<file path="src/sv/grms_pkg.sv">
// ----------------------------------------------------------------------------
// grms_pkg
// Shared types and constants for the gravity-removed windowed rms block.
// ----------------------------------------------------------------------------
package grms_pkg;

   localparam int NUM_AXES  = 3;
   localparam int ACCEL_W   = 16;
   localparam int ALPHA_W   = 16;
   localparam int IVAL_W    = 7;
   localparam int RMS_W     = 21;
   localparam int GEST_W    = 34;

   localparam logic [ALPHA_W-1:0] ALPHA_RESET = 16'd62915;
   localparam logic [IVAL_W-1:0]  IVAL_RESET  = 7'd10;

   localparam logic [1:0] REG_ALPHA = 2'd0;
   localparam logic [1:0] REG_IVAL  = 2'd1;

   typedef logic signed [ACCEL_W-1:0] accel_type;

   typedef struct packed {
      logic             seeded;
      logic [ALPHA_W-1:0] alpha;
   } lane_ctl_type;

endpackage

</file>
<file path="src/sv/grms_lane.sv">
// ----------------------------------------------------------------------------
// grms_lane
// One axis: gravity low-pass update and squared rounded deviation, 3 stages.
// ----------------------------------------------------------------------------
module grms_lane #(
   parameter int FRAC_BITS = 4,
   parameter int SQ_W      = 42
) (
   input  logic                    clock,
   input  logic                    reset,
   input  logic                    start,
   input  grms_pkg::lane_ctl_type  ctl,
   input  grms_pkg::accel_type     accel,
   output logic [SQ_W-1:0]         square
);
   import grms_pkg::*;

   localparam int SHIFT = 16 - FRAC_BITS;
   localparam int DEV_W = GEST_W - SHIFT + 1;

   logic signed [GEST_W-1:0] gest_ff, gest_in;
   logic signed [GEST_W-1:0] xs;
   logic signed [GEST_W+17:0] prod_a_ff, prod_b_ff;
   logic signed [GEST_W+18:0] acc;
   logic signed [GEST_W:0]    err;
   logic signed [DEV_W-1:0]   dev_ff;
   logic [SQ_W-1:0]           square_ff;
   logic [1:0]                stage_ff;
   logic signed [GEST_W+18:0] rnd_acc;
   logic signed [GEST_W:0]    rnd_err;

   assign xs = GEST_W'(accel) <<< 16;

   always_ff @(posedge clock) begin
      // products: a*g and (65536-a)*xs
      prod_a_ff <= $signed({1'b0, ctl.alpha}) * gest_ff;
      prod_b_ff <= $signed(18'(17'h10000 - {1'b0, ctl.alpha})) * xs;
      dev_ff    <= DEV_W'(rnd_err >>> SHIFT);
      square_ff <= SQ_W'(dev_ff * dev_ff);
   end

   assign acc     = (GEST_W+19)'(prod_a_ff) + (GEST_W+19)'(prod_b_ff) + 32768;
   assign rnd_acc = acc >>> 16;
   assign err     = (GEST_W+1)'(xs) - (GEST_W+1)'(gest_in);
   assign rnd_err = err + (GEST_W+1)'(1 <<< (SHIFT-1));

   always_comb begin
      gest_in = gest_ff;
      if (stage_ff == 2'd1) begin
         gest_in = ctl.seeded ? GEST_W'(rnd_acc) : xs;
      end
   end

   always_ff @(posedge clock) begin
      if (reset) begin
         gest_ff  <= '0;
         stage_ff <= '0;
      end else begin
         gest_ff <= gest_in;
         if (start) begin
            stage_ff <= 2'd1;
         end else if (stage_ff != 2'd0) begin
            stage_ff <= stage_ff + 2'd1;
         end
      end
   end

   assign square = square_ff;
endmodule

</file>
<file path="config.mk">
export PLATFORM = sky130hd
export DESIGN_NAME = grms_lane
export DESIGN_NICKNAME = d
export VERILOG_FILES = /design/src/sv/grms_pkg.sv /design/src/sv/grms_lane.sv
export SDC_FILE = /design/constraint.sdc
export NUM_CORES = 2
export LEC_CHECK = 0
export BUFFER_PORTS_ARGS = -buffer_cell sky130_fd_sc_hd__buf_2
export CORE_ASPECT_RATIO = 1.25
export CORE_MARGIN = 10
export CORE_UTILIZATION = 45
export CTS_CLUSTER_SIZE = 10
export DETAILED_ROUTE_END_ITERATION = 10
export GPL_ROUTABILITY_DRIVEN = 0
export GPL_TIMING_DRIVEN = 0
export HOLD_SLACK_MARGIN = 0.1
export PLACE_DENSITY_LB_ADDON = 0.08
export SLEW_MARGIN = 20
export SYNTH_ARGS = -nofsm -noshare
export SYNTH_HDL_FRONTEND = slang
export SYNTH_SLANG_ARGS = --single-unit
</file>
<file path="constraint.sdc">
create_clock -name clock -period 8.5 [get_ports clock]
set_clock_uncertainty 0.15 [all_clocks]
set_input_delay 0 -clock clock [delete_from_list [all_inputs] [get_ports clock]]
set_output_delay 0 -clock clock [all_outputs]
set_load 0.02 [all_outputs]
</file>
==> metrics.md <==
| Metric | Value |
|---|---|
| Run status | `finished, final reports clean` |
| Skew-Pair Late Insertion Delay | `approximately 0.53 ns` |
| Tmin final | `8.24 ns` |
| Die Span Y | `397 um` |
| Ys async rst share | `0%` |
| DR WL/cell | `roughly 21 um` |
| Area of the multi-input gates | `0.0414 mm2` |
| Post-DP HPWL | `129000 um` |
| Vias in the first global route | `40365` |
| GRT Overall Usage | `24.8%` |
| Synthesized instance count | `5662` |
| Critical path class | `register to register` |
| Initial DRT Pass Iterations | `5` |
| WL final | `152000 um` |
| First-pass GRT wire length | `roughly 240000 um` |
| Io pins | `78` |
| Worst path required time | `8.81 ns` |
| Most used flip-flop cell after synthesis | `dfxtp_1` |
| P&R area growth vs syn | `6.36%` |
| Final Cycle Share | `97.0%` |
| GR Overflow Total | `0` |
| Hold Path Depth | `4` |
| Final setup violation count | `0` |
| Vias | `37128` |
| HP Class | `input pin to register` |
| Pin count of the biggest net entering global routing | `17` |
| Crit. End Element | `register` |
| Reg2reg start | `dev_ff[6]` |
| H-tree depth | `4` |
| Final-report hold violation count | `0` |
| Reg2reg setup slack | `0.26 ns` |
| Hold Path Origin | `accel[15]` |
| Crit path max fanout | `10` |
| Critical R2R Capture | `square[40]` |
| Syn Std Cell Area | `between 0.05 and 0.06 mm2` |
| FF/Latch Area | `0.00340 mm2` |
| Post-synth EDFFs | `0` |
| Post-Place Setup Slack | `-1.19 ns` |
| Clk slew on worst S/H paths | `0.08 ns` |
| Final #Nets | `7403` |
| Clock Sink Count | `approximately 170` |
| DIE AREA | `0.127 mm2` |
| Crit-path most repeated cell | `fa_1` |
| Syn Area/Cell | `9.02 um2` |
| Max-cap violations | `0` |
| IO buf count | `64` |
| Worst Tran Pin Value | `approximately 1.2 ns` |
| Seq/Total Area, Yosys | `6.63%` |
| Via/cell ratio | `5.13` |
| Num rows | `138` |
| Final Slew Violations | `0` |
| Syn_nets | `7312` |
| Ys Warns | `0` |
| Cells on worst reg2reg path | `24` |
| PnR worst setup slack | `0.256 ns` |
| Longest Clk Path Bufs | `2` |
| FILL cells | `11233` |
| Clock root buffer | `clkbuf_16` |
| TritonCTS clock tree | `yes` |
| Max incr delay on CP | `roughly 0.66 ns` |
| Worst hold endpoint | `gest_ff[31]` |
| Drt first-iter violations | `2027` |
| Library cells used by synthesis | `between 80 and 90` |
| Crit-path cells | `clkbuf_1 > inv_1 > ha_1 > or2_2 > fa_1 > inv_1 > fa_1 > inv_1 > fa_1 > fa_1 > fa_1 > fa_1 > ha_1 > a21o_1 > a21o_1 > a21o_1 > a22o_1 > a31o_2 > a41oi_2 > o21a_2 > o31ai_1 > a31o_2 > a2111o_1 > nand3_1` |
| Ant diodes | `0` |
| Slew margin rel. | `22.5%` |
| DRC | `0` |
| Worst EP arrival | `8.56 ns` |
| Startpoint Class | `register` |
| Initial Util | `45.2%` |
| CTS Buf Count | `17` |
| Die Width | `321 um` |
| Core ar. | `0.113 mm2` |
| Share of cells above drive strength 1 | `4.04%` |
| Number of synthesized register bits | `between 150 and 200` |
| CP max stage cell | `clkbuf_1` |
| Final ANT Viol Nets | `0` |
| Max Clk Rate | `0.121 GHz` |
| Initial antenna violation count | `1` |
==> how the worst max path moves through the flow <==
stage                     slack, ns       endpoint  startpoint
final                          0.26     square[40]   dev_ff[6]
after global routing          -0.04  prod_b_ff[44]      ctl[5]
after CTS                     0.004     square[40]   dev_ff[3]
after detailed placement      -1.19  prod_b_ff[44]      ctl[5]
after global placement        -1.14  prod_b_ff[46]      ctl[5]
after floorplan                0.91  prod_b_ff[46]      ctl[5]
==> cell usage after synthesis (8+ instances only) <==
library cell | count | area [um2]
inv_1 | 1501 | 5630
fa_1 | 1195 | 23900
nand2_1 | 735 | 2760
ha_1 | 419 | 5240
and2_1 | 378 | 2360
clkbuf_1 | 196 | 736
dfxtp_1 | 169 | 3380
nor2_1 | 159 | 597
a21oi_1 | 138 | 691
xnor2_1 | 134 | 1170
a21o_1 | 66 | 495
o21ai_0 | 64 | 320
xor2_1 | 48 | 420
nor2b_1 | 39 | 244
nor3_1 | 35 | 175
o21a_1 | 30 | 225
and3_1 | 28 | 175
nand2b_1 | 28 | 175
nand3_1 | 26 | 130
buf_1 | 20 | 75.1
o21bai_1 | 19 | 143
a211oi_1 | 17 | 128
mux2i_1 | 13 | 130
nor4_1 | 13 | 81.3
or3_1 | 13 | 81.3
nand4_1 | 12 | 75.1
nand3b_1 | 11 | 82.6
a31oi_1 | 10 | 62.6
o211ai_1 | 10 | 75.1
or2_2 | 10 | 62.6
a211o_1 | 8 | 70.1
==> state kept, by name, summed over array words and instances, names as in the netlist <==
register and count:
square 41, prod_a_ff 35, gest_ff 34, prod_b_ff 34
dev_ff 23, stage_ff 2
==> final cells by class <==
cell class	instances	area share, %
Buffer	206	1.60
Clock buffer	18	0.809
Clock inverter	13	0.334
Inverter	1502	10.4
Multi-Input combinational cell	3770	76.2
Sequential cell	169	6.25
Tap cell	1470	3.39
Timing Repair Buffer	87	1.00
==> what timing repair did <==
item                       4_1_cts  5_1_grt
hold endpoints to repair        47        0
gates cloned                     0        0
gates resized for setup         43       86
pin swaps                        1        0
setup buffers                    2        0
setup endpoints to repair       29       20
hold buffers                    20        0
==> stage by stage <==
stage / setup TNS, ns / hold slack (ns) / utilization, % / instance area (um2) / std cells
finish: 0 / 0.135 / 48.1 / 54300 / 7235
detailed placement: -13.97 / 0.0414 / 47.1 / 53200 / 7197
global placement: -15.41 / 0.0303 / 47.1 / 53200 / 7196
CTS: 0 / 0.105 / 48.0 / 54200 / 7247
floorplan: 0 / -0.0707 / - / 51000 / 5662
global route: -0.0894 / 0.134 / 48.1 / 54300 / 7235
==> logic make-up after synthesis <==
family | after synthesis | synth area share, %
xor gates and xnor gates | 182 | 3.12
AOI/OAI and AO/OA | 450 | 6.03
and+or+nand+nor | 1505 | 14.0
muxes | 18 | 0.365
adders and majority gates | 1614 | 57.1
DFF | 169 | 6.63
other | 1 | 0.00735
buffers and inverters | 1723 | 12.7
==> worst max-delay path, delay by kind of cell, from the launching register on <==
kind	cells	cell delay, ns
AOI/OAI and AO/OA	10	2.55
DFF	1	0.52
buffers and inverters	4	1.05
adders and majority gates	8	3.52
and+or+nand+nor	2	0.38
==> per-layer routing <==
layer,vias to the layer above,share of wire [%],global-route usage (%)
li1,16782,-,-
met2,960,51,44.0
met4,0,5.0,10.9
met1,19143,39,30.2
met5,-,0,0
met3,243,4.4,2.69
==> placed cells by master (no fill, tap or decap), types with 44 or more instances in the layout <==
master and n:
ha_1 419, nor2_1 159, fa_1 1195, clkbuf_1 135, a21oi_1 138, dfxtp_1 159, a21o_1 66, xnor2_1 125
o21ai_0 61, inv_1 1501, and2_1 378, nand2_1 735, xor2_1 44, buf_2 68
Power is not shown: default switching activity piles up to over one toggle a cycle in this logic, so the estimate is an artifact.
