File: src/sv/grms_ram.sv
// ----------------------------------------------------------------------------
// grms_ram
// Generic single-port-write, single-read RAM with registered read data.
// ----------------------------------------------------------------------------
module grms_ram #(
   parameter int WIDTH = 8,
   parameter int DEPTH = 16
) (
   input  logic                     clock,
   input  logic                     wr_en,
   input  logic [$clog2(DEPTH)-1:0] wr_addr,
   input  logic [WIDTH-1:0]         wr_data,
   input  logic [$clog2(DEPTH)-1:0] rd_addr,
   output logic [WIDTH-1:0]         rd_data
);
   logic [WIDTH-1:0] mem [DEPTH];
   logic [WIDTH-1:0] rd_data_ff;

   always_ff @(posedge clock) begin
      if (wr_en) begin
         mem[wr_addr] <= wr_data;
      end
      rd_data_ff <= mem[rd_addr];
   end

   assign rd_data = rd_data_ff;
endmodule

File: config.mk
export PLATFORM = sky130hd
export DESIGN_NAME = grms_ram
export DESIGN_NICKNAME = d
export VERILOG_FILES = /design/src/sv/grms_ram.sv
export SDC_FILE = /design/constraint.sdc
export NUM_CORES = 1
export LEC_CHECK = 0
export BUFFER_PORTS_ARGS = -buffer_cell sky130_fd_sc_hd__buf_2
export CAP_MARGIN = 20
export CORE_ASPECT_RATIO = 1.5
export CORE_MARGIN = 5
export CORE_UTILIZATION = 60
export CTS_BUF_LIST = sky130_fd_sc_hd__clkbuf_2 sky130_fd_sc_hd__clkbuf_4 sky130_fd_sc_hd__clkbuf_8
export CTS_CLUSTER_DIAMETER = 80
export DETAILED_ROUTE_END_ITERATION = 7
export MAX_ROUTING_LAYER = met4
export PLACE_DENSITY_LB_ADDON = 0.15
export SKIP_LAST_GASP = 1
export SLEW_MARGIN = 30
export SYNTH_ARGS = -nofsm -noshare
export SYNTH_HDL_FRONTEND = slang
export SYNTH_SLANG_ARGS = --single-unit
File: constraint.sdc
create_clock -name clock -period 4.58 [get_ports clock]
set_clock_uncertainty 0.15 [all_clocks]
set_input_delay 0.916 -clock clock [delete_from_list [all_inputs] [get_ports clock]]
set_output_delay 0.916 -clock clock [all_outputs]
set_load 0.1 [all_outputs]
==> results.yml, run 1 <==
run_status:
  outcome: "finished clean"
synthesis:
  synth_top_area_cell: "edfxtp_1"
  synth.top_cell.area_share_pct: 74.7
  synth_seq_area_share_pct: 77.8
  syn_area_per_cell_um2: 22.5
  synth_nets: 247
  synthCells: 229
  syn_area_um2: 5150
  synth_seq_cells: 136
  yosysWarnings: 0
  yosysUniqueCellTypes: 19
  synthTopCellsByArea: "edfxtp_1 75%, mux4_2 7.9%, mux4_1 7.1%"
cts:
  ctsHoldBuffers: 0
  numCtsBuffers: 17
  cts_num_sinks: 136
  root_buffer: "clkbuf_8"
  h-tree-depth: 4
  clock_path_buffers: 2
  cts_resized: 0
  cts_tree: "built"
  post-cts-setup-buffers: 0
  clock_latency_ns: 0.42
  path_clk_slew_ns: 0.07
power_and_ir_drop:
  p_int_mw: 2.03
  peakVddDrop_v: 0.000307
  totalPowerFinal_mw: 2.60
  switching_share_pct: 21.8
  powerDensity_nw_per_um2: 449
  clkPwrFrac_pct: 39.3
  switchingPower_mw: 0.566
  seqPwrFrac_pct: 53.8
  leakagePower_nw: 1.91
  p_comb_share_pct: 6.9
routing:
  via_per_inst: 6.13
  drt_iter0_drc: 244
  wire_per_inst_um: 24.4
  drt-total-wl_mm: 9.40
  drcViolationCount: 0
  detail-route-antenna-nets: 0
  dr.pass1.iters: 5
  vias: 2360
sta:
  setup_viol: 0
  timing.hold.ws_ns: 0.533
  rsz0062_at_grt: "no"
  min_period_ns: 2.32
  slew_headroom_pct: 39.9
  max_freq_mhz: 431
  period_share_pct: 50.6
  drv_slew: 0
  tns_ns: 0
  tightestPinTransition_ns: 0.897
  hold_viol_final: 0
place:
  io_buffers: 25
  hpwl_mm: 5.83
  place_congestion: 0.735
worst_hold_path:
  min_path_type: "flip-flop to flip-flop"
worst_setup_path:
  path_cells: "buf_2 -> or3b_2 -> nor2_1"
  slowest_stage: "nor2_1"
  path_buf_inv: 1
  cp_max_fo: 8
  critical_path_class: "input port to flip-flop"
  worst_path_largest_cell_delay_ns: 0.67
  endpoint_kind: "flip-flop"
  critPathLaunchType: "input port"
  arrival_ns: 2.22
  critPathTopFamily: "simple AND/OR/NAND/NOR gates"
  worstPathRequired_ns: 4.48
flow_run:
  maxCapViolCount: 0
global_routing:
  track_usage_pct: 20.6
  grt_pass1_vias: 2487
  antenna_found_initial: 0
  grt_start_max_net_pins: 33
  grt_overflow: 0
  grt_pass1_wl_mm: 14.5
layout:
  fillers: 573
  drive_above_1_share_pct: 29.9
  syn_to_final_growth_pct: 12.4
  antennaDiodeCount: 0
  nNetsFinal: 283
floorplanning:
  start_util_pct: 61.2
  die_w_um: 85.6
  dieArea_um2: 10600
  die_h_um: 123
  row_count: 41
  core_um2: 8410
  num_io_pins: 26
## stage by stage
step | utilization (%) | instances | cell area (µm²) | worst slack (ns)
after floorplan | - | 229 | 5150 | 2.02
after global placement | 63.5 | 353 | 5340 | 1.53
after detailed placement | 63.7 | 353 | 5360 | 1.79
after CTS | 68.7 | 385 | 5780 | 2.25
after global routing | 68.8 | 385 | 5790 | 2.21
final | 68.8 | 385 | 5790 | 2.26
## state kept, by name, summed over array words and instances (netlist names)
| register | count |
|---|---|
| mem | 128 |
| rd_data | 8 |
## power by group through the flow
stage / Sequential [mW] / Clock, mW / Combinational, mW
3_5_place_dp: 1.43 / 0 / 0.182
4_1_cts: 1.40 / 1.04 / 0.183
6_report: 1.40 / 1.02 / 0.180
3_3_place_gp: 1.42 / 0 / 0.179
2_1_floorplan: 1.48 / 0 / 0.0706
5_1_grt: 1.40 / 1.09 / 0.191
## cell usage after synthesis
cell type and number:
nand2b_1 2, nor2_1 13, mux4_1 14, dfxtp_1 8, nand3b_1 2, mux4_2 18, buf_6 3, buf_2 3
buf_4 1, clkdlybuf4s25_2 3, a22oi_1 16, edfxtp_1 128, nand3_1 1, and2_1 1, nor2b_1 1, or3b_2 1
nand2_1 9, nor3_1 4, and2b_1 1
## metal layers
layer,track usage (%),wire length (µm),vias up
met5,-,0,-
met4,6.53,108,0
met3,5.87,484,8
met2,33.0,4980,88
met1,25.8,3820,1220
li1,-,-,1044
## placed cells by master, fill, tap and decap left out
cell and n:
nor2b_1 1, clkbuf_8 17, mux4_2 18, nor3_1 2
nor2_1 7, clkinv_2 2, clkinv_4 2, a22oi_1 16
or3b_2 1, clkinv_1 3, nand2_1 9, nor3_2 2
bufinv_16 4, clkbuf_4 1, nand3_1 1, buf_4 3
and2_1 1, buf_2 24, nand2b_1 2, nor2_2 6
nand3b_1 2, and2b_1 1, dfxtp_1 8, clkinvlp_4 3
edfxtp_1 128, mux4_1 14
## area by class of cell
cell class	instances	area [µm²]	share of cell area (%)
clock buffer	18	241	4.17
clock inverter	14	181	3.14
multi-input combinational	83	1080	18.7
sequential	136	4000	69.2
tap	107	134	2.31
timing repair buffer	27	143	2.47
## logic make-up after synthesis
kind of cell / count (synthesis) / synth area share, %
flops: 136 / 77.8
simple gates: 35 / 3.18
mux: 32 / 15.0
compound gates: 16 / 2.33
buf+inv: 10 / 1.68
## tightest hold or removal path: stages (launching register included)
cell and delay (ns):
edfxtp_1 0.32, mux4_2 0.23, a22oi_1 0.06, nand2_1 0.05
## final timing paths
check                                start         end  slack (ns)  depth (start not counted)
worst min register to register  mem[12][5]  rd_data[5]        0.53                          3
worst max-delay path            wr_addr[2]   mem[3][5]        2.26                          3
worst max register to register   mem[1][3]  rd_data[3]        3.11                          3
worst min-delay path            mem[12][5]  rd_data[5]        0.53                          3
(Power assumes the default switching activity.)
==> run 2, diff against run 1 <==
--- a/config.mk
+++ b/config.mk
@@ -9,7 +9,7 @@
 export CAP_MARGIN = 20
 export CORE_ASPECT_RATIO = 1.5
 export CORE_MARGIN = 5
-export CORE_UTILIZATION = 60
+export CORE_UTILIZATION = 57
 export CTS_BUF_LIST = sky130_fd_sc_hd__clkbuf_2 sky130_fd_sc_hd__clkbuf_4 sky130_fd_sc_hd__clkbuf_8
 export CTS_CLUSTER_DIAMETER = 80
 export DETAILED_ROUTE_END_ITERATION = 7
==> constraint.sdc (replaced) <==
create_clock -name clock -period 2 [get_ports clock]
set_clock_uncertainty 0.15 [all_clocks]
set_input_delay 0.4 -clock clock [delete_from_list [all_inputs] [get_ports clock]]
set_output_delay 0.4 -clock clock [all_outputs]
set_load 0.1 [all_outputs]
==> run 2 against run 1 <==
Register-to-register slack lost 2.6 ns. First-iteration DRC count decreased by 31%. Utilization fell by 1.9 points. Flip-flop and latch count is the same. Setup slack worse by 2.0 ns. Combinational power grew 140%. Wire length decreased by 4.3%. Critical path type is now flip-flop to output pin. Largest cell class unchanged.
==> results.yml, run 2 (synthesis gave the netlist of run 1 again) <==
global_routing:
  grt_pass1_vias: 2444
  grt_overflow: 0
  grt_start_max_net_pins: 30
  antenna_found_initial: 0
  track_usage_pct: 18.8
  grt_pass1_wl_mm: 13.9
worst_hold_path:
  min_path_type: "input port to flip-flop"
  hold_start: "wr_data[4]"
worst_setup_path:
  critPathLaunchType: "flip-flop"
  worst_path_largest_cell_delay_ns: 0.44
  endpoint_kind: "output pin"
  cp_max_fo: 1
  slowest_stage: "buf_2"
  critical_path_class: "flip-flop to output pin"
  path_buf_inv: 1
  path_cells: "buf_2"
  arrival_ns: 1.20
  r2r-start: "mem[0][3]"
  worstPathRequired_ns: 1.45
  critPathTopFamily: "buffers and inverters"
  startpoint: "rd_data[4]"
layout:
  antennaDiodeCount: 0
  syn_to_final_growth_pct: 14.7
  drive_above_1_share_pct: 32.2
  final_cell_mix: "128 x edfxtp_1, 25 x buf_2, 19 x buf_4"
  largest_reg_flops: 128
  stdcell_area_um2: 5900
  final_cells: 408
  top_register: "mem"
  nNetsFinal: 303
  fillers: 591
  final_common_cell: "edfxtp_1"
power_and_ir_drop:
  leakagePower_nw: 2.01
  peakVddDrop_v: 0.000760
  totalPowerFinal_mw: 5.69
  powerDensity_nw_per_um2: 964
routing:
  drt-total-wl_mm: 8.99
  drt_iter0_drc: 169
  vias: 2350
  drcViolationCount: 0
  detail-route-antenna-nets: 0
  dr.pass1.iters: 5
  via_per_inst: 5.76
  wire_per_inst_um: 22.0
sta:
  setup_viol: 0
  hold_viol_final: 0
  slew_headroom_pct: 66.3
  rsz0062_at_grt: "no"
  period_share_pct: 87.3
  tightestPinTransition_ns: 0.509
  max_freq_mhz: 573
  tns_ns: 0
  drv_slew: 0
  min_period_ns: 1.75
floorplanning:
  start_util_pct: 58.3
  row_count: 42
  die_w_um: 87.6
  core_um2: 8830
  dieArea_um2: 11100
  num_io_pins: 26
  die_h_um: 126
cts:
  cts_resized: 0
  cts_num_sinks: 136
  clock_path_buffers: 2
  root_buffer: "clkbuf_8"
  cts_tree: "built"
  h-tree-depth: 4
  post-cts-setup-buffers: 0
  numCtsBuffers: 17
  clock_latency_ns: 0.43
  path_clk_slew_ns: 0.07
  ctsHoldBuffers: 0
place:
  dpl_cell_area_um2: 5530
  place_congestion: 0.807
  place_inst: 376
  hpwl_mm: 6.11
  io_buffers: 25
flow_run:
  maxCapViolCount: 0
run_status:
  outcome: "finished clean"
==> run 2: changes by cell type in the layout (fill, tap and decap cells not counted), sizes merged <==
| cell | delta |
|---|---|
| bufinv | -2 |
| clkbuf | +3 |
| clkinvlp | -1 |
| buf | +20 |
==> run 2: final timing paths <==
| path | endpoint | slack (ns) | cells past startpoint |
|---|---|---|---|
| max | rd_data[4] | 0.25 | 1 |
| min reg2reg | rd_data[2] | 0.51 | 3 |
| min | mem[4][4] | 0.19 | 1 |
| max reg2reg | rd_data[3] | 0.53 | 3 |
==> run 2: final cells by class <==
| class | count | area (µm²) | area share, % |
|---|---|---|---|
| clock buffers | 21 | 264 | 4.47 |
| clock inverters | 11 | 106 | 1.80 |
| repair buffers | 47 | 328 | 5.55 |
| multi-input cells | 83 | 1060 | 18.0 |
| flip-flops and latches | 136 | 4000 | 67.8 |
| well taps | 110 | 138 | 2.33 |
==> run 2: worst register-to-register path: stages (launching register included) <==
cell      delay (ns)
edfxtp_1        0.36
mux4_1          0.49
a22oi_1         0.28
nand2_1         0.08
==> run 2: layer usage <==
metal	part of all wire (%)	GRT usage [%]
met5	0	-
met4	1.1	7.32
met3	4.9	5.06
met2	55	30.4
met1	39	22.4
==> run 2: metrics by stage <==
stage                     worst slack [ns]  utilization (%)  hold WS (ns)
after CTS                            0.204             66.9         0.169
final                                0.254             66.9         0.192
after global placement              0.0693             62.7         0.492
after global routing                 0.193             66.9         0.178
after detailed placement            0.0530             62.7         0.500
after floorplan                      0.184                -         0.349
==> run 2: power breakdown <==
group          total [mW]  switching [mW]  internal [mW]
Sequential           3.20          0.0155           3.18
Combinational       0.432           0.297          0.135
Clock                2.06           0.918           1.14
==> run 3, diff against run 2 <==
--- a/config.mk
+++ b/config.mk
@@ -5,14 +5,14 @@
 export SDC_FILE = /design/constraint.sdc
 export NUM_CORES = 1
 export LEC_CHECK = 0
-export BUFFER_PORTS_ARGS = -buffer_cell sky130_fd_sc_hd__buf_2
 export CAP_MARGIN = 20
 export CORE_ASPECT_RATIO = 1.5
 export CORE_MARGIN = 5
-export CORE_UTILIZATION = 57
+export CORE_UTILIZATION = 60
 export CTS_BUF_LIST = sky130_fd_sc_hd__clkbuf_2 sky130_fd_sc_hd__clkbuf_4 sky130_fd_sc_hd__clkbuf_8
 export CTS_CLUSTER_DIAMETER = 80
 export DETAILED_ROUTE_END_ITERATION = 7
+export DONT_BUFFER_PORTS = 1
 export MAX_ROUTING_LAYER = met4
 export PLACE_DENSITY_LB_ADDON = 0.15
 export SKIP_LAST_GASP = 1
==> constraint.sdc (replaced) <==
create_clock -name clock -period 1.7 [get_ports clock]
set_clock_uncertainty 0.15 [all_clocks]
set_input_delay 0.34 -clock clock [delete_from_list [all_inputs] [get_ports clock]]
set_output_delay 0.34 -clock clock [all_outputs]
set_load 0.1 [all_outputs]
==> run 3 against run 2 <==
Setup slack lost 0.14 ns. Via count grew 3.5%. Hold slack worse by 0.11 ns. Critical path type unchanged. First-iteration DRC count up 72%. Global-route usage rose by 2.1 points. Sequential share of layout area up 0.55 points.
==> results.yml, run 3 (synthesis gave the netlist of run 1 again) <==
worst_setup_path:
  critical_path_class: "flip-flop to output pin"
  critPathLaunchType: "flip-flop"
  arrival_ns: 1.09
  cp_max_fo: 1
  path_cells: "buf_4"
  slowest_stage: "dfxtp_1"
  path_buf_inv: 1
  critPathTopFamily: "flip-flops"
  worst_path_largest_cell_delay_ns: 0.36
  endpoint_kind: "output pin"
  worstPathRequired_ns: 1.21
layout:
  nNetsFinal: 292
  drive_above_1_share_pct: 27.9
  syn_to_final_growth_pct: 13.7
  final_cells: 395
  stdcell_area_um2: 5850
  top_register: "mem"
  largest_reg_flops: 128
  final_cell_mix: "128 x edfxtp_1, 28 x buf_4, 21 x clkbuf_8"
  final_common_cell: "edfxtp_1"
power_and_ir_drop:
  powerDensity_nw_per_um2: 1120
  peakVddDrop_v: 0.000686
  seqPwrFrac_pct: 57.5
  switching_share_pct: 21.2
  leakagePower_nw: 1.97
  p_int_mw: 5.17
  switchingPower_mw: 1.39
  p_comb_share_pct: 7.0
  clkPwrFrac_pct: 35.5
global_routing:
  grt_overflow: 0
  grt_pass1_wl_mm: 14.7
  grt_pass1_vias: 2598
  antenna_found_initial: 1
  grt_start_max_net_pins: 33
  track_usage_pct: 20.8
cts:
  path_clk_slew_ns: 0.07
  numCtsBuffers: 17
  clock_path_buffers: 2
  clock_latency_ns: 0.43
  root_buffer: "clkbuf_8"
  cts_resized: 0
  h-tree-depth: 4
  cts_tree: "built"
  cts_num_sinks: 136
routing:
  via_per_inst: 6.16
  drt-total-wl_mm: 9.60
  drcViolationCount: 0
  detail-route-antenna-nets: 0
  wire_per_inst_um: 24.3
  vias: 2433
  drt_iter0_drc: 291
  dr.pass1.iters: 5
sta:
  setup_viol: 0
  drv_slew: 0
  slew_headroom_pct: 56.6
  rsz0062_at_grt: "no"
  min_period_ns: 1.58
  period_share_pct: 93.0
  max_freq_mhz: 632
  tightestPinTransition_ns: 0.650
  hold_viol_final: 0
place:
  place_inst: 354
  hpwl_mm: 6.33
  place_congestion: 0.836
  dpl_cell_area_um2: 5410
  io_buffers: 0
floorplanning:
  row_count: 41
  die_w_um: 85.6
  start_util_pct: 61.2
  dieArea_um2: 10600
  die_h_um: 123
  num_io_pins: 26
  core_um2: 8410
flow_run:
  maxCapViolCount: 0
run_status:
  outcome: "finished clean"
worst_hold_path:
  min_path_type: "input port to flip-flop"
-- run 3: changes by cell type in the layout (fill, tap and decap cells not counted), sizes merged, moves of 2 or more --
cell,delta
buf,-19
bufinv,-2
clkbuf,+7
clkinv,-3
clkinvlp,-2
dlygate4sd3,+8
-- run 3: through the flow --
| step | TNS (ns) | hold slack (ns) | worst slack (ns) | power, mW | utilization (%) |
|---|---|---|---|---|---|
| 6_report | 0 | 0.0830 | 0.119 | 6.56 | 69.6 |
| 5_1_grt | 0 | 0.0502 | 0.0811 | 6.76 | 69.6 |
| 4_1_cts | 0 | 0.0409 | 0.105 | 6.60 | 69.6 |
| 3_5_place_dp | 0 | 0.290 | 0.0155 | 4.25 | 64.3 |
| 3_3_place_gp | 0 | 0.290 | 0.0675 | 4.23 | 64.3 |
| 2_1_floorplan | -1.66 | 0.289 | -0.0561 | 4.19 | - |
-- run 3: timing repair --
action | 4_1_cts | 5_1_grt
hold endpoints to repair | 128 | 0
hold buffers | 8 | 0
setup buffers | 0 | 0
-- run 3: power by group through the flow --
stage               registers, mW  logic (mW)  clock network [mW]
finish                       3.77       0.460                2.33
global route                 3.78       0.481                2.50
CTS                          3.77       0.463                2.37
detailed placement           3.84       0.404                   0
global placement             3.84       0.398                   0
floorplan                    4.00       0.191                   0
-- run 3: metal layers --
metal / GRT usage (%) / vias to the layer above / part of all wire [%]
met5: - / - / 0
met4: 8.42 / 0 / 1.4
met3: 6.47 / 13 / 6.3
met2: 33.9 / 112 / 54
met1: 24.3 / 1247 / 39
li1: - / 1061 / -
-- run 3: area by class of cell --
cell class / instances / area [µm²]
multi-input cells: 83 / 1060
clock inverters: 4 / 20.0
flip-flops and latches: 136 / 4000
fillers: 530 / 2560
well taps: 107 / 134
clock buffers: 28 / 342
repair buffers: 36 / 290
diodes: 1 / 2.50
-- run 3: worst min-delay path, stage by stage --
cell and delay [ns]:
mux4_1 0.13, a22oi_1 0.08, nand2_1 0.06
-- run 3: worst paths after layout --
| path | endpoint | cells after the start | startpoint | slack [ns] |
|---|---|---|---|---|
| max | rd_data[4] | 1 | rd_data[4] | 0.12 |
| min | rd_data[5] | 3 | rd_addr[1] | 0.08 |
| max reg2reg | rd_data[4] | 3 | mem[9][4] | 0.18 |
| min reg2reg | rd_data[7] | 3 | mem[12][7] | 0.53 |
