--- src/sv/grms_sqrt.sv ---
// ----------------------------------------------------------------------------
// grms_sqrt
// Mean by restoring division, then bit-pair integer square root.
// ----------------------------------------------------------------------------
module grms_sqrt #(
   parameter int TOT_W = 52,
   parameter int CNT_W = 7
) (
   input  logic               clock,
   input  logic               reset,
   input  logic               start,
   input  logic [TOT_W-1:0]   total,
   input  logic [CNT_W-1:0]   count,
   output logic               done,
   output logic [TOT_W/2:0]   root
);
   localparam int RW = TOT_W/2 + 1;
   localparam int SW = 2*RW;
   localparam int IW = $clog2(TOT_W + 1);

   typedef enum logic [2:0] {
      ST_IDLE = 3'b001, ST_DIV = 3'b010, ST_ROOT = 3'b100
   } state_type;

   state_type        state_ff, state_in;
   logic [TOT_W-1:0] quo_ff, quo_in;
   logic [CNT_W:0]   rem_ff, rem_in;
   logic [CNT_W-1:0] den_ff, den_in;
   logic [IW-1:0]    cnt_ff, cnt_in;
   logic [SW-1:0]    val_ff, val_in;
   logic [RW:0]      rt_ff, rt_in;
   logic [RW+1:0]    sr_ff, sr_in;
   logic [CNT_W:0]   rem_sh;
   logic [RW+1:0]    sr_sh, trial;
   logic             done_ff, done_in;

   always_comb begin
      state_in = state_ff;
      quo_in   = quo_ff;
      rem_in   = rem_ff;
      den_in   = den_ff;
      cnt_in   = cnt_ff;
      val_in   = val_ff;
      rt_in    = rt_ff;
      sr_in    = sr_ff;
      done_in  = 1'b0;
      rem_sh   = {rem_ff[CNT_W-1:0], quo_ff[TOT_W-1]};
      sr_sh    = {sr_ff[RW-1:0], val_ff[SW-1:SW-2]};
      trial    = {rt_ff[RW-1:0], 2'b01};
      unique case (state_ff)
         ST_IDLE: begin
            if (start) begin
               quo_in   = total;
               den_in   = count;
               rem_in   = '0;
               cnt_in   = IW'(TOT_W);
               state_in = ST_DIV;
            end
         end
         ST_DIV: begin
            quo_in = {quo_ff[TOT_W-2:0], 1'b0};
            if (rem_sh >= {1'b0, den_ff}) begin
               rem_in    = rem_sh - {1'b0, den_ff};
               quo_in[0] = 1'b1;
            end else begin
               rem_in = rem_sh;
            end
            cnt_in = cnt_ff - 1'b1;
            if (cnt_ff == IW'(1)) begin
               val_in   = SW'(quo_in);
               rt_in    = '0;
               sr_in    = '0;
               cnt_in   = IW'(RW);
               state_in = ST_ROOT;
            end
         end
         ST_ROOT: begin
            val_in = {val_ff[SW-3:0], 2'b00};
            if (sr_sh >= trial) begin
               sr_in = sr_sh - trial;
               rt_in = {rt_ff[RW-1:0], 1'b1};
            end else begin
               sr_in = sr_sh;
               rt_in = {rt_ff[RW-1:0], 1'b0};
            end
            cnt_in = cnt_ff - 1'b1;
            if (cnt_ff == IW'(1)) begin
               done_in  = 1'b1;
               state_in = ST_IDLE;
            end
         end
         default: state_in = ST_IDLE;
      endcase
   end

   always_ff @(posedge clock) begin
      if (reset) begin
         state_ff <= ST_IDLE;
         done_ff  <= 1'b0;
      end else begin
         state_ff <= state_in;
         done_ff  <= done_in;
      end
      quo_ff <= quo_in;
      rem_ff <= rem_in;
      den_ff <= den_in;
      cnt_ff <= cnt_in;
      val_ff <= val_in;
      rt_ff  <= rt_in;
      sr_ff  <= sr_in;
   end

   assign done = done_ff;
   assign root = rt_ff[RW-1:0];
endmodule

--- config.mk ---
export PLATFORM = sky130hd
export DESIGN_NAME = grms_sqrt
export DESIGN_NICKNAME = d
export VERILOG_FILES = /design/src/sv/grms_sqrt.sv
export SDC_FILE = /design/constraint.sdc
export NUM_CORES = 1
export LEC_CHECK = 0
export ABC_AREA = 1
export BUFFER_PORTS_ARGS = -buffer_cell sky130_fd_sc_hd__buf_4
export CAP_MARGIN = 5
export CORE_MARGIN = 2
export CORE_UTILIZATION = 41
export DETAILED_ROUTE_END_ITERATION = 12
export GPL_TIMING_DRIVEN = 0
export PLACE_DENSITY = 0.54
export SLEW_MARGIN = 10
export SYNTH_ARGS = -nofsm -noshare
export SYNTH_HDL_FRONTEND = slang
export SYNTH_SLANG_ARGS = --single-unit
--- constraint.sdc ---
create_clock -name clock -period 8.22 [get_ports clock]
set_clock_uncertainty 0.1 [all_clocks]
set_input_delay 0.822 -clock clock [delete_from_list [all_inputs] [get_ports clock]]
set_output_delay 0.822 -clock clock [all_outputs]
set_load 0.1 [all_outputs]
==> impl_metrics.py, run 1 <==
metrics = {
    "status": {
        "status": "completed",
    },
    "cts": {
        "cts_setup_buffers": 0,
        "clk_pin_slew_ps": 80,
        "cts_sinks": 184,
        "numCtsBuffers": 17,
        "cts.path.max_buffers": 2,
        "cts-root-buf": "clkbuf_16",
        "htreeDepth": 4,
        "cts_resized": 0,
        "cts_tree": "built",
        "insertion_delay_ps": 450,
        "cts_hold_buf": 0,
    },
    "floorplan": {
        "design.core.area_sq_um": 24500,
        "die-width_microns": 162,
        "io_pins": 90,
        "row_count": 57,
        "dieArea_sq_um": 26400,
        "initial_core_util_pct": 42.0,
        "die_y_microns": 162,
    },
    "synth": {
        "yosys_warnings": 0,
        "syn-num-nets": 1370,
        "synthesis.area_sq_um": 10300,
        "synth_area_per_cell_sq_um": 8.10,
        "yosys-top-cells-area": "edfxtp_1 (53%), nand2_1 (21%), inv_1 (6.0%)",
        "syn_inst": 1269,
        "synth_common_cells": "nand2_1 (584), edfxtp_1 (180), inv_1 (165)",
        "synth_ff_type": "edfxtp_1",
        "synth_edf_count": 180,
        "ys_async_sr_fraction_pct": 0,
        "ys_seq_area_share_pct": 53.4,
        "yosysMostFrequentCell": "nand2_1",
        "yosysTopAreaCellShare_pct": 52.6,
        "ys_ff_latch": 184,
        "yosys.area.top_type": "edfxtp_1",
        "synth_cell_type_count": 36,
    },
    "timing": {
        "slew_headroom_pct": 45.0,
        "tightest_slew_ps": 825,
        "setup_viol": 0,
        "finalCriticalPeriod_ps": 2920,
        "worst_slack_ps": 5300,
        "finalCritPeriodShare_pct": 35.5,
        "max_freq_mhz": 343,
        "hold_slack_ps": 425,
        "finalMaxSlewViolations": 0,
        "hold_violations": 0,
        "rsz0062_at_grt": "no",
        "tns_ps": 0,
    },
    "critical_path": {
        "r2r_slack_ps": 5300,
        "path_cells": "inv_1 -> nor3_1 -> buf_2 -> nand4_1 -> nand2_4 -> buf_16",
        "path_class": "flop to flop",
        "cp-end-kind": "flop",
        "crit_required_ps": 8230,
        "critPathSlowestCell": "nand2_4",
        "r2r_start": "state_ff[1]$_SDFFE_PP0P_",
        "cp_max_fo": 56,
        "crit_start": "state_ff[1]$_SDFFE_PP0P_",
        "max_stage_delay_ps": 710,
        "arrival_ps": 2930,
        "crit_end": "rt_ff[25]$_SDFFCE_PN0P_",
        "r2r_end": "rt_ff[25]$_SDFFCE_PN0P_",
        "cp_top_family": "simple AND/OR/NAND/NOR gates",
        "start_kind": "flop",
        "reg2reg_depth": 6,
        "cp.depth": 6,
        "crit_buf_inv": 3,
    },
    "routing": {
        "first_pass_iters": 8,
        "drc": 0,
        "via_per_inst": 4.62,
        "routed_wl_microns": 23600,
        "drtIter0Drc": 470,
        "num_vias": 7927,
        "wl_per_cell_microns": 13.7,
        "ant_nets": 0,
    },
    "global_route": {
        "antenna_found_initial": 0,
        "track_usage_pct": 18.6,
        "grt_pass1_wl_microns": 38900,
        "gr-total-overflow": 0,
        "grt_max_degree": 60,
        "grt_pass1_vias": 7882,
    },
    "final_layout": {
        "drive_gt1_share_pct": 11.4,
        "n_antenna_cell": 0,
        "syn_to_final_growth_pct": 16.7,
        "instances_no_fill": 1715,
        "fin_area_sq_um": 12000,
        "final_core_util_pct": 49.1,
        "fillers": 2462,
        "finalNetCount": 1479,
    },
    "pwr": {
        "total_power_mw": 2.08,
        "ir_drop_mv": 0.120,
        "powerDensity_nw_per_um2": 174,
        "p_leak_nw": 5.83,
    },
    "placement": {
        "dpl.cell_count": 1683,
        "port_buffers": 89,
        "place_ws_ps": 5250,
        "gp_congestion": 0.910,
        "dpl_cell_area_sq_um": 11400,
        "hpwl_microns": 17200,
    },
    "min_path": {
        "min_path_type": "flop to flop",
    },
    "flow_run": {
        "drv_cap": 0,
    },
}
-- final cells by class --
cell class                      instances  area, sq um  share of cell area [%]
Tap cell                              324          405                    3.38
Multi-Input combinational cell        879         3990                    33.2
Timing Repair Buffer                   90          696                    5.80
Sequential cell                       184         5490                    45.7
Buffer                                 36          186                    1.55
Inverter                              170          638                    5.32
Clock buffer                           18          429                    3.58
Clock inverter                         14          175                    1.46
-- worst min path at each step --
stage	start	endpoint	slack [ps]	cells past startpoint
floorplan	val_ff[8]$_DFFE_PP_	val_ff[10]$_DFFE_PP_	390	2
global placement	val_ff[30]$_DFFE_PP_	val_ff[32]$_DFFE_PP_	400	2
detailed placement	val_ff[5]$_DFFE_PP_	val_ff[7]$_DFFE_PP_	410	2
CTS	val_ff[30]$_DFFE_PP_	val_ff[32]$_DFFE_PP_	430	2
global route	count[4]	den_ff[4]$_DFFE_PP_	440	1
finish	val_ff[30]$_DFFE_PP_	val_ff[32]$_DFFE_PP_	430	2
-- where the power goes --
| group | switching [mW] | internal [mW] | total [mW] |
|---|---|---|---|
| clock network | 0.427 | 0.415 | 0.842 |
| registers | 0.0178 | 1.08 | 1.10 |
| logic | 0.0883 | 0.0577 | 0.146 |
| total | 0.533 | 1.55 | 2.08 |
-- cell usage in the layout, fill, tap and decap left out, drive strengths merged, types with 7 or more instances in the layout --
master | synthesis | routed
nor2 | 138 | 138
nand2 | 589 | 589
edfxtp | 180 | 180
clkbuf | 18 | 36
nand3 | 29 | 29
xnor2 | 14 | 14
a21oi | 21 | 21
ha | 38 | 38
clkinv | 2 | 9
nand4 | 12 | 12
o21ai | 14 | 14
buf | 18 | 108
xor2 | 7 | 7
inv | 168 | 175
-- kinds of logic (layout without fill, tap and decap cells) --
kind of cell | Yosys count | count (layout) | share of synthesized area [%]
and+or+nand+nor | 778 | 778 | 29.8
xor gates and xnor gates | 21 | 21 | 1.79
buffers and inverters | 206 | 328 | 8.02
adders and majority gates | 39 | 39 | 4.82
DFF | 184 | 184 | 53.4
AOI/OAI and AO/OA | 41 | 41 | 2.25
-- flip-flops by register name, indices dropped and copies added (netlist names) --
| signal | count |
|---|---|
| rt_ff | 27 |
| state_ff | 3 |
| done | 1 |
| val_ff | 54 |
| den_ff | 7 |
| sr_ff | 27 |
| quo_ff | 52 |
| cnt_ff | 6 |
| rem_ff | 7 |
-- tightest hold or removal path: cells and delay by family (launching register included) --
kind             cells  cell delay, ps
flip-flops           1             320
AND/OR/NAND/NOR      2             100
-- per-layer routing --
| metal | wire length [microns] | vias up | global-route usage [%] |
|---|---|---|---|
| li1 | - | 4184 | - |
| met1 | 10900 | 3609 | 23.9 |
| met2 | 11700 | 116 | 33.0 |
| met3 | 725 | 18 | 2.78 |
| met4 | 284 | 0 | 5.07 |
| met5 | 0 | - | 0 |
No activity file was read; power rests on OpenSTA's default activity.
==> run 2, diff against run 1 <==
--- a/config.mk
+++ b/config.mk
@@ -12,7 +12,7 @@
 export CORE_UTILIZATION = 41
 export DETAILED_ROUTE_END_ITERATION = 12
 export GPL_TIMING_DRIVEN = 0
-export PLACE_DENSITY = 0.54
+export PLACE_DENSITY = 0.57
 export SLEW_MARGIN = 10
 export SYNTH_ARGS = -nofsm -noshare
 export SYNTH_HDL_FRONTEND = slang
==> constraint.sdc (replaced) <==
create_clock -name clock -period 2.6 [get_ports clock]
set_clock_uncertainty 0.1 [all_clocks]
set_input_delay 0.26 -clock clock [delete_from_list [all_inputs] [get_ports clock]]
set_output_delay 0.26 -clock clock [all_outputs]
set_load 0.1 [all_outputs]
==> run 2 against run 1 <==
Compared with the run above: hold slack got worse by 420 ps; critical path depth grew 4; worst setup slack worse by 5100 ps; total power rose to 3.2 times the previous value; maximum frequency rose by 23%; combinational power grew to 3.6 times the previous value; flip-flop and latch count unchanged; first-iteration DRC count increased by 4.9%; clock power increased to 3.2 times the previous value; register-to-register slack lost 5100 ps; via count increased by 3.6%; global-route usage up 0.084 points; critical path type unchanged; critical endpoint is now rem_ff[3]$_SDFFCE_PN0P_; largest cell class unchanged.
==> impl_metrics.py, run 2 (synthesized netlist as in run 1, its figures left out) <==
metrics = {
    "status": {
        "status": "completed",
    },
    "global_route": {
        "grt_pass1_wl_microns": 39100,
        "track_usage_pct": 18.7,
        "antenna_found_initial": 0,
        "gr-total-overflow": 0,
        "grt_max_degree": 60,
        "grt_pass1_vias": 8066,
    },
    "placement": {
        "hpwl_microns": 16700,
        "dpl_cell_area_sq_um": 11600,
        "gp_congestion": 0.868,
        "port_buffers": 89,
    },
    "min_path": {
        "whs_endpoint": "quo_ff[38]$_DFFE_PP_",
        "min_path_cells": 3,
        "min_path_type": "primary input to flop",
        "min_from": "total[38]",
    },
    "final_layout": {
        "top_register": "val_ff",
        "drive_gt1_share_pct": 13.6,
        "top_regs": "val_ff x54, quo_ff x52",
        "largest_register_ffs": 54,
        "seq_area_sq_um": 5490,
        "fin_area_sq_um": 12800,
        "multi_input_area_sq_um": 4260,
        "final_core_util_pct": 52.5,
        "finalNetCount": 1536,
        "fillers": 2349,
        "final_common_cell": "nand2_1",
        "final_cell_mix": "nand2_1 (582), edfxtp_1 (180), inv_1 (148), nor2_1 (133), buf_4 (92)",
        "n_antenna_cell": 0,
        "syn_to_final_growth_pct": 25.0,
    },
    "cts": {
        "numCtsBuffers": 17,
        "cts.path.max_buffers": 2,
        "insertion_delay_ps": 440,
        "cts_sinks": 184,
        "htreeDepth": 4,
        "clk_pin_slew_ps": 80,
        "cts-root-buf": "clkbuf_16",
        "cts_tree": "built",
    },
    "pwr": {
        "ir_drop_mv": 0.396,
        "p_leak_nw": 6.09,
        "powerDensity_nw_per_um2": 523,
        "total_power_mw": 6.73,
    },
    "floorplan": {
        "row_count": 57,
        "dieArea_sq_um": 26400,
        "io_pins": 90,
        "die_y_microns": 162,
        "design.core.area_sq_um": 24500,
        "die-width_microns": 162,
        "initial_core_util_pct": 42.0,
    },
    "critical_path": {
        "cp_max_fo": 10,
        "critPathSlowestCell": "edfxtp_1",
        "crit_buf_inv": 2,
        "path_cells": "ha_1 -> inv_1 -> o21ai_1 -> nor2_1 -> o21bai_1 -> nand2_1 -> nand3_1 -> buf_4 -> o21ai_0 -> nor2_1",
        "cp-end-kind": "flop",
        "path_class": "flop to flop",
        "arrival_ps": 2450,
        "r2r_slack_ps": 220,
        "max_stage_delay_ps": 430,
        "start_kind": "flop",
        "r2r_end": "rem_ff[3]$_SDFFCE_PN0P_",
        "reg2reg_depth": 10,
        "r2r_start": "rem_ff[2]$_SDFFCE_PN0P_",
        "cp_common_cell": "nor2_1",
        "cp_top_family": "simple AND/OR/NAND/NOR gates",
        "crit_required_ps": 2670,
    },
    "timing": {
        "finalCriticalPeriod_ps": 2380,
        "slew_headroom_pct": 53.0,
        "finalMaxSlewViolations": 0,
        "hold_violations": 0,
        "rsz0062_at_grt": "no",
        "setup_viol": 0,
        "tightest_slew_ps": 702,
        "finalCritPeriodShare_pct": 91.4,
        "max_freq_mhz": 421,
    },
    "routing": {
        "drc": 0,
        "via_per_inst": 4.63,
        "wl_per_cell_microns": 13.3,
        "drtIter0Drc": 493,
        "ant_nets": 0,
        "num_vias": 8210,
        "first_pass_iters": 5,
        "routed_wl_microns": 23600,
    },
    "flow_run": {
        "drv_cap": 0,
    },
}
==> run 2: per-layer routing <==
layer  global-route usage, %  vias up  wire length (microns)
li1                        -     4295                      -
met1                    24.0     3779                  10900
met2                    33.5      118                  11700
met3                    2.93       18                    724
met4                    4.18        0                    259
met5                       0        -                      0
==> run 2: worst max-delay path by stage <==
stage	endpoint	start	depth (start not counted)	slack (ps)
floorplan	sr_ff[0]$_SDFFCE_PN0P_	rt_ff[0]$_SDFFCE_PN0P_	14	-90
global placement	sr_ff[11]$_SDFFCE_PN0P_	state_ff[1]$_SDFFE_PP0P_	5	-630
detailed placement	sr_ff[11]$_SDFFCE_PN0P_	state_ff[1]$_SDFFE_PP0P_	5	-280
CTS	quo_ff[35]$_DFFE_PP_	state_ff[1]$_SDFFE_PP0P_	5	100
global route	rem_ff[6]$_SDFFCE_PN0P_	quo_ff[51]$_DFFE_PP_	11	10
finish	rem_ff[3]$_SDFFCE_PN0P_	rem_ff[2]$_SDFFCE_PN0P_	10	220
==> run 2: area by class of cell <==
class	instances	area share, %
Tap cell	324	3.16
Buffer	35	1.50
Sequential cell	184	42.7
Inverter	170	4.97
Timing Repair Buffer	146	9.68
Clock inverter	15	1.58
Multi-Input combinational cell	881	33.1
Clock buffer	17	3.31
==> run 2: power by group <==
| group | internal, mW | switching (mW) | leakage (nW) |
|---|---|---|---|
| combinational | 0.236 | 0.294 | 4.18 |
| sequential | 3.41 | 0.0570 | 1.61 |
| clock | 1.40 | 1.33 | 0.303 |
| total | 5.04 | 1.68 | 6.09 |
==> run 2: worst register-to-register path, stage by stage (launching register included) <==
cell	delay [ps]
edfxtp_1	430
ha_1	370
inv_1	100
o21ai_1	60
nor2_1	190
o21bai_1	130
nand2_1	70
nand3_1	140
buf_4	220
o21ai_0	240
nor2_1	70
==> run 2: timing repair <==
item / CTS / global route
setup buffers: 3 / 0
setup endpoints to repair: 108 / 59
hold buffers: 53 / 1
resized for setup: 2 / 1
gates cloned: 2 / 0
hold endpoints to repair: 55 / 1
pin swaps: 2 / 0
==> run 2: through the flow <==
step	hold WS (ps)	TNS [ps]	cells	setup WS, ps
6_report	8.79	0	1772	222
5_1_grt	4.66	0	1772	10.6
4_1_cts	0.650	0	1771	96.0
3_5_place_dp	340	-29380	1682	-279
3_3_place_gp	339	-82980	1682	-629
2_1_floorplan	229	-2390	1269	-90.7
==> run 3, diff against run 2 <==
--- a/config.mk
+++ b/config.mk
@@ -8,11 +8,13 @@
 export ABC_AREA = 1
 export BUFFER_PORTS_ARGS = -buffer_cell sky130_fd_sc_hd__buf_4
 export CAP_MARGIN = 5
+export CELL_PAD_IN_SITES_DETAIL_PLACEMENT = 1
+export CELL_PAD_IN_SITES_GLOBAL_PLACEMENT = 1
 export CORE_MARGIN = 2
 export CORE_UTILIZATION = 41
 export DETAILED_ROUTE_END_ITERATION = 12
 export GPL_TIMING_DRIVEN = 0
-export PLACE_DENSITY = 0.57
+export PLACE_DENSITY = 0.73
 export SLEW_MARGIN = 10
 export SYNTH_ARGS = -nofsm -noshare
 export SYNTH_HDL_FRONTEND = slang
==> run 3 against run 2 <==
Compared with the run above: count of clock-buffer cells in the layout grew 1; register-to-register slack lost 60 ps; worst setup slack lost 57 ps; cell count shrank 0.28%; total power shrank 0.38%; via count grew 3.4%; sequential share of layout area grew 0.31 points; largest cell class unchanged.
==> impl_metrics.py, run 3 (synthesized netlist as in run 1, its figures left out) <==
metrics = {
    "status": {
        "status": "completed",
    },
    "final_layout": {
        "n_antenna_cell": 0,
        "final_cell_mix": "nand2_1 (582), edfxtp_1 (180), inv_1 (148), nor2_1 (132), buf_4 (94)",
        "top_regs": "val_ff x54, quo_ff x52",
        "fin_area_sq_um": 12800,
        "final_core_util_pct": 52.1,
        "top_register": "val_ff",
        "largest_register_ffs": 54,
        "final_common_cell": "nand2_1",
        "syn_to_final_growth_pct": 24.1,
        "finalNetCount": 1531,
        "drive_gt1_share_pct": 13.9,
    },
    "critical_path": {
        "critPathSlowestCell": "ha_1",
        "arrival_ps": 2520,
        "cp_common_cell": "nor2_1",
        "path_class": "flop to flop",
        "crit_required_ps": 2690,
        "reg2reg_depth": 11,
        "cp_max_fo": 10,
        "max_stage_delay_ps": 440,
        "cp-end-kind": "flop",
        "path_cells": "ha_1 -> nand2_1 -> nor2_1 -> nand2_1 -> inv_1 -> nand4_2 -> nand3_4 -> buf_6 -> inv_2 -> nor2_1 -> nor2_1",
        "r2r_slack_ps": 170,
        "r2r_end": "sr_ff[21]$_SDFFCE_PN0P_",
        "start_kind": "flop",
        "r2r_start": "sr_ff[19]$_SDFFCE_PN0P_",
    },
    "floorplan": {
        "design.core.area_sq_um": 24500,
        "dieArea_sq_um": 26400,
        "io_pins": 90,
        "die_y_microns": 162,
        "row_count": 57,
        "initial_core_util_pct": 42.0,
        "die-width_microns": 162,
    },
    "cts": {
        "clk_pin_slew_ps": 90,
        "numCtsBuffers": 17,
        "cts_tree": "built",
        "cts_sinks": 184,
        "insertion_delay_ps": 440,
        "htreeDepth": 4,
        "cts.path.max_buffers": 2,
        "cts-root-buf": "clkbuf_16",
    },
    "routing": {
        "first_pass_iters": 4,
        "ant_nets": 0,
        "wl_per_cell_microns": 15.8,
        "via_per_inst": 4.80,
        "drtIter0Drc": 414,
        "routed_wl_microns": 27900,
        "drc": 0,
        "num_vias": 8490,
    },
    "placement": {
        "port_buffers": 89,
        "hpwl_microns": 19000,
        "gp_congestion": 0.852,
        "dpl_cell_area_sq_um": 11600,
    },
    "timing": {
        "tightest_slew_ps": 744,
        "setup_viol": 0,
        "hold_violations": 0,
        "finalCriticalPeriod_ps": 2430,
        "max_freq_mhz": 411,
        "finalMaxSlewViolations": 0,
        "rsz0062_at_grt": "no",
        "slew_headroom_pct": 50.3,
        "finalCritPeriodShare_pct": 93.6,
    },
    "global_route": {
        "grt_pass1_wl_microns": 45700,
        "track_usage_pct": 22.0,
        "grt_pass1_vias": 9177,
        "gr-total-overflow": 0,
        "antenna_found_initial": 0,
        "grt_max_degree": 60,
    },
    "min_path": {
        "min_path_type": "primary input to flop",
        "min_path_cells": 3,
        "min_from": "total[42]",
        "whs_endpoint": "quo_ff[42]$_DFFE_PP_",
    },
    "flow_run": {
        "drv_cap": 0,
    },
    "pwr": {
        "powerDensity_nw_per_um2": 525,
        "p_leak_nw": 6.05,
        "ir_drop_mv": 0.383,
        "total_power_mw": 6.70,
    },
}
## run 3: changes by cell type in the layout (fill, tap and decap cells not counted), sizes merged
cell         previous run  this run
buf                   110       111
clkinv                 10         7
nand2                 591       592
bufinv                  1         0
inv                   174       177
dlygate4sd3            54        47
clkbuf                 34        35
## run 3: routing by layer
metal	wire (microns)	global-route usage [%]
met1	12300	26.9
met2	14400	40.4
met3	709	3.11
met4	507	6.36
met5	0	0
## run 3: critical path: cells and delay by family, from the launching register on
| kind | cells | cell delay (ps) |
|---|---|---|
| fa+ha+maj | 1 | 440 |
| buf+inv | 3 | 320 |
| flops | 1 | 430 |
| simple gates | 7 | 890 |
## run 3: worst max path at each step
stage                                        start                 endpoint  slack, ps  cells after the start
after floorplan             rt_ff[0]$_SDFFCE_PN0P_   sr_ff[0]$_SDFFCE_PN0P_        -90                     14
after global placement    state_ff[1]$_SDFFE_PP0P_  rt_ff[14]$_SDFFCE_PN0P_       -520                      5
after detailed placement  state_ff[1]$_SDFFE_PP0P_  sr_ff[14]$_SDFFCE_PN0P_       -190                      5
after CTS                  rem_ff[2]$_SDFFCE_PN0P_  rem_ff[3]$_SDFFCE_PN0P_        120                     10
after global routing          quo_ff[51]$_DFFE_PP_  rem_ff[6]$_SDFFCE_PN0P_         10                     11
final                      sr_ff[19]$_SDFFCE_PN0P_  sr_ff[21]$_SDFFCE_PN0P_        170                     11
## run 3: per-stage QoR
stage                     hold WS (ps)  std cells  setup WS [ps]  setup TNS (ps)
after global placement             338       1682           -520          -71550
after CTS                         8.91       1767            123               0
after floorplan                    229       1269          -90.7           -2390
after detailed placement           340       1682           -191          -19740
after global routing              17.1       1767           12.8               0
final                             17.1       1767            166               0
## run 3: area by class of cell
type                    instances  area, sq um
plain buffers                  35          193
inverters                     170          638
multi-input cells             882         4260
flip-flops and latches        184         5490
repair buffers                140         1170
clock inverters                14          173
fillers                      2928        11700
clock buffers                  18          429
well taps                     324          405
## run 3: power by group
group	internal [mW]	switching [mW]	leakage (nW)
sequential	3.41	0.0617	1.61
combinational	0.233	0.315	4.15
clock	1.31	1.37	0.292
total	4.95	1.74	6.05
## run 3: timing repair
action / CTS / global route
pin swaps: 3 / 0
hold buffers: 47 / 0
gates cloned: 3 / 0
hold endpoints to repair: 49 / 0
endpoints found under the setup margin: 151 / 6
resized for setup: 2 / 2
setup buffers: 4 / 0
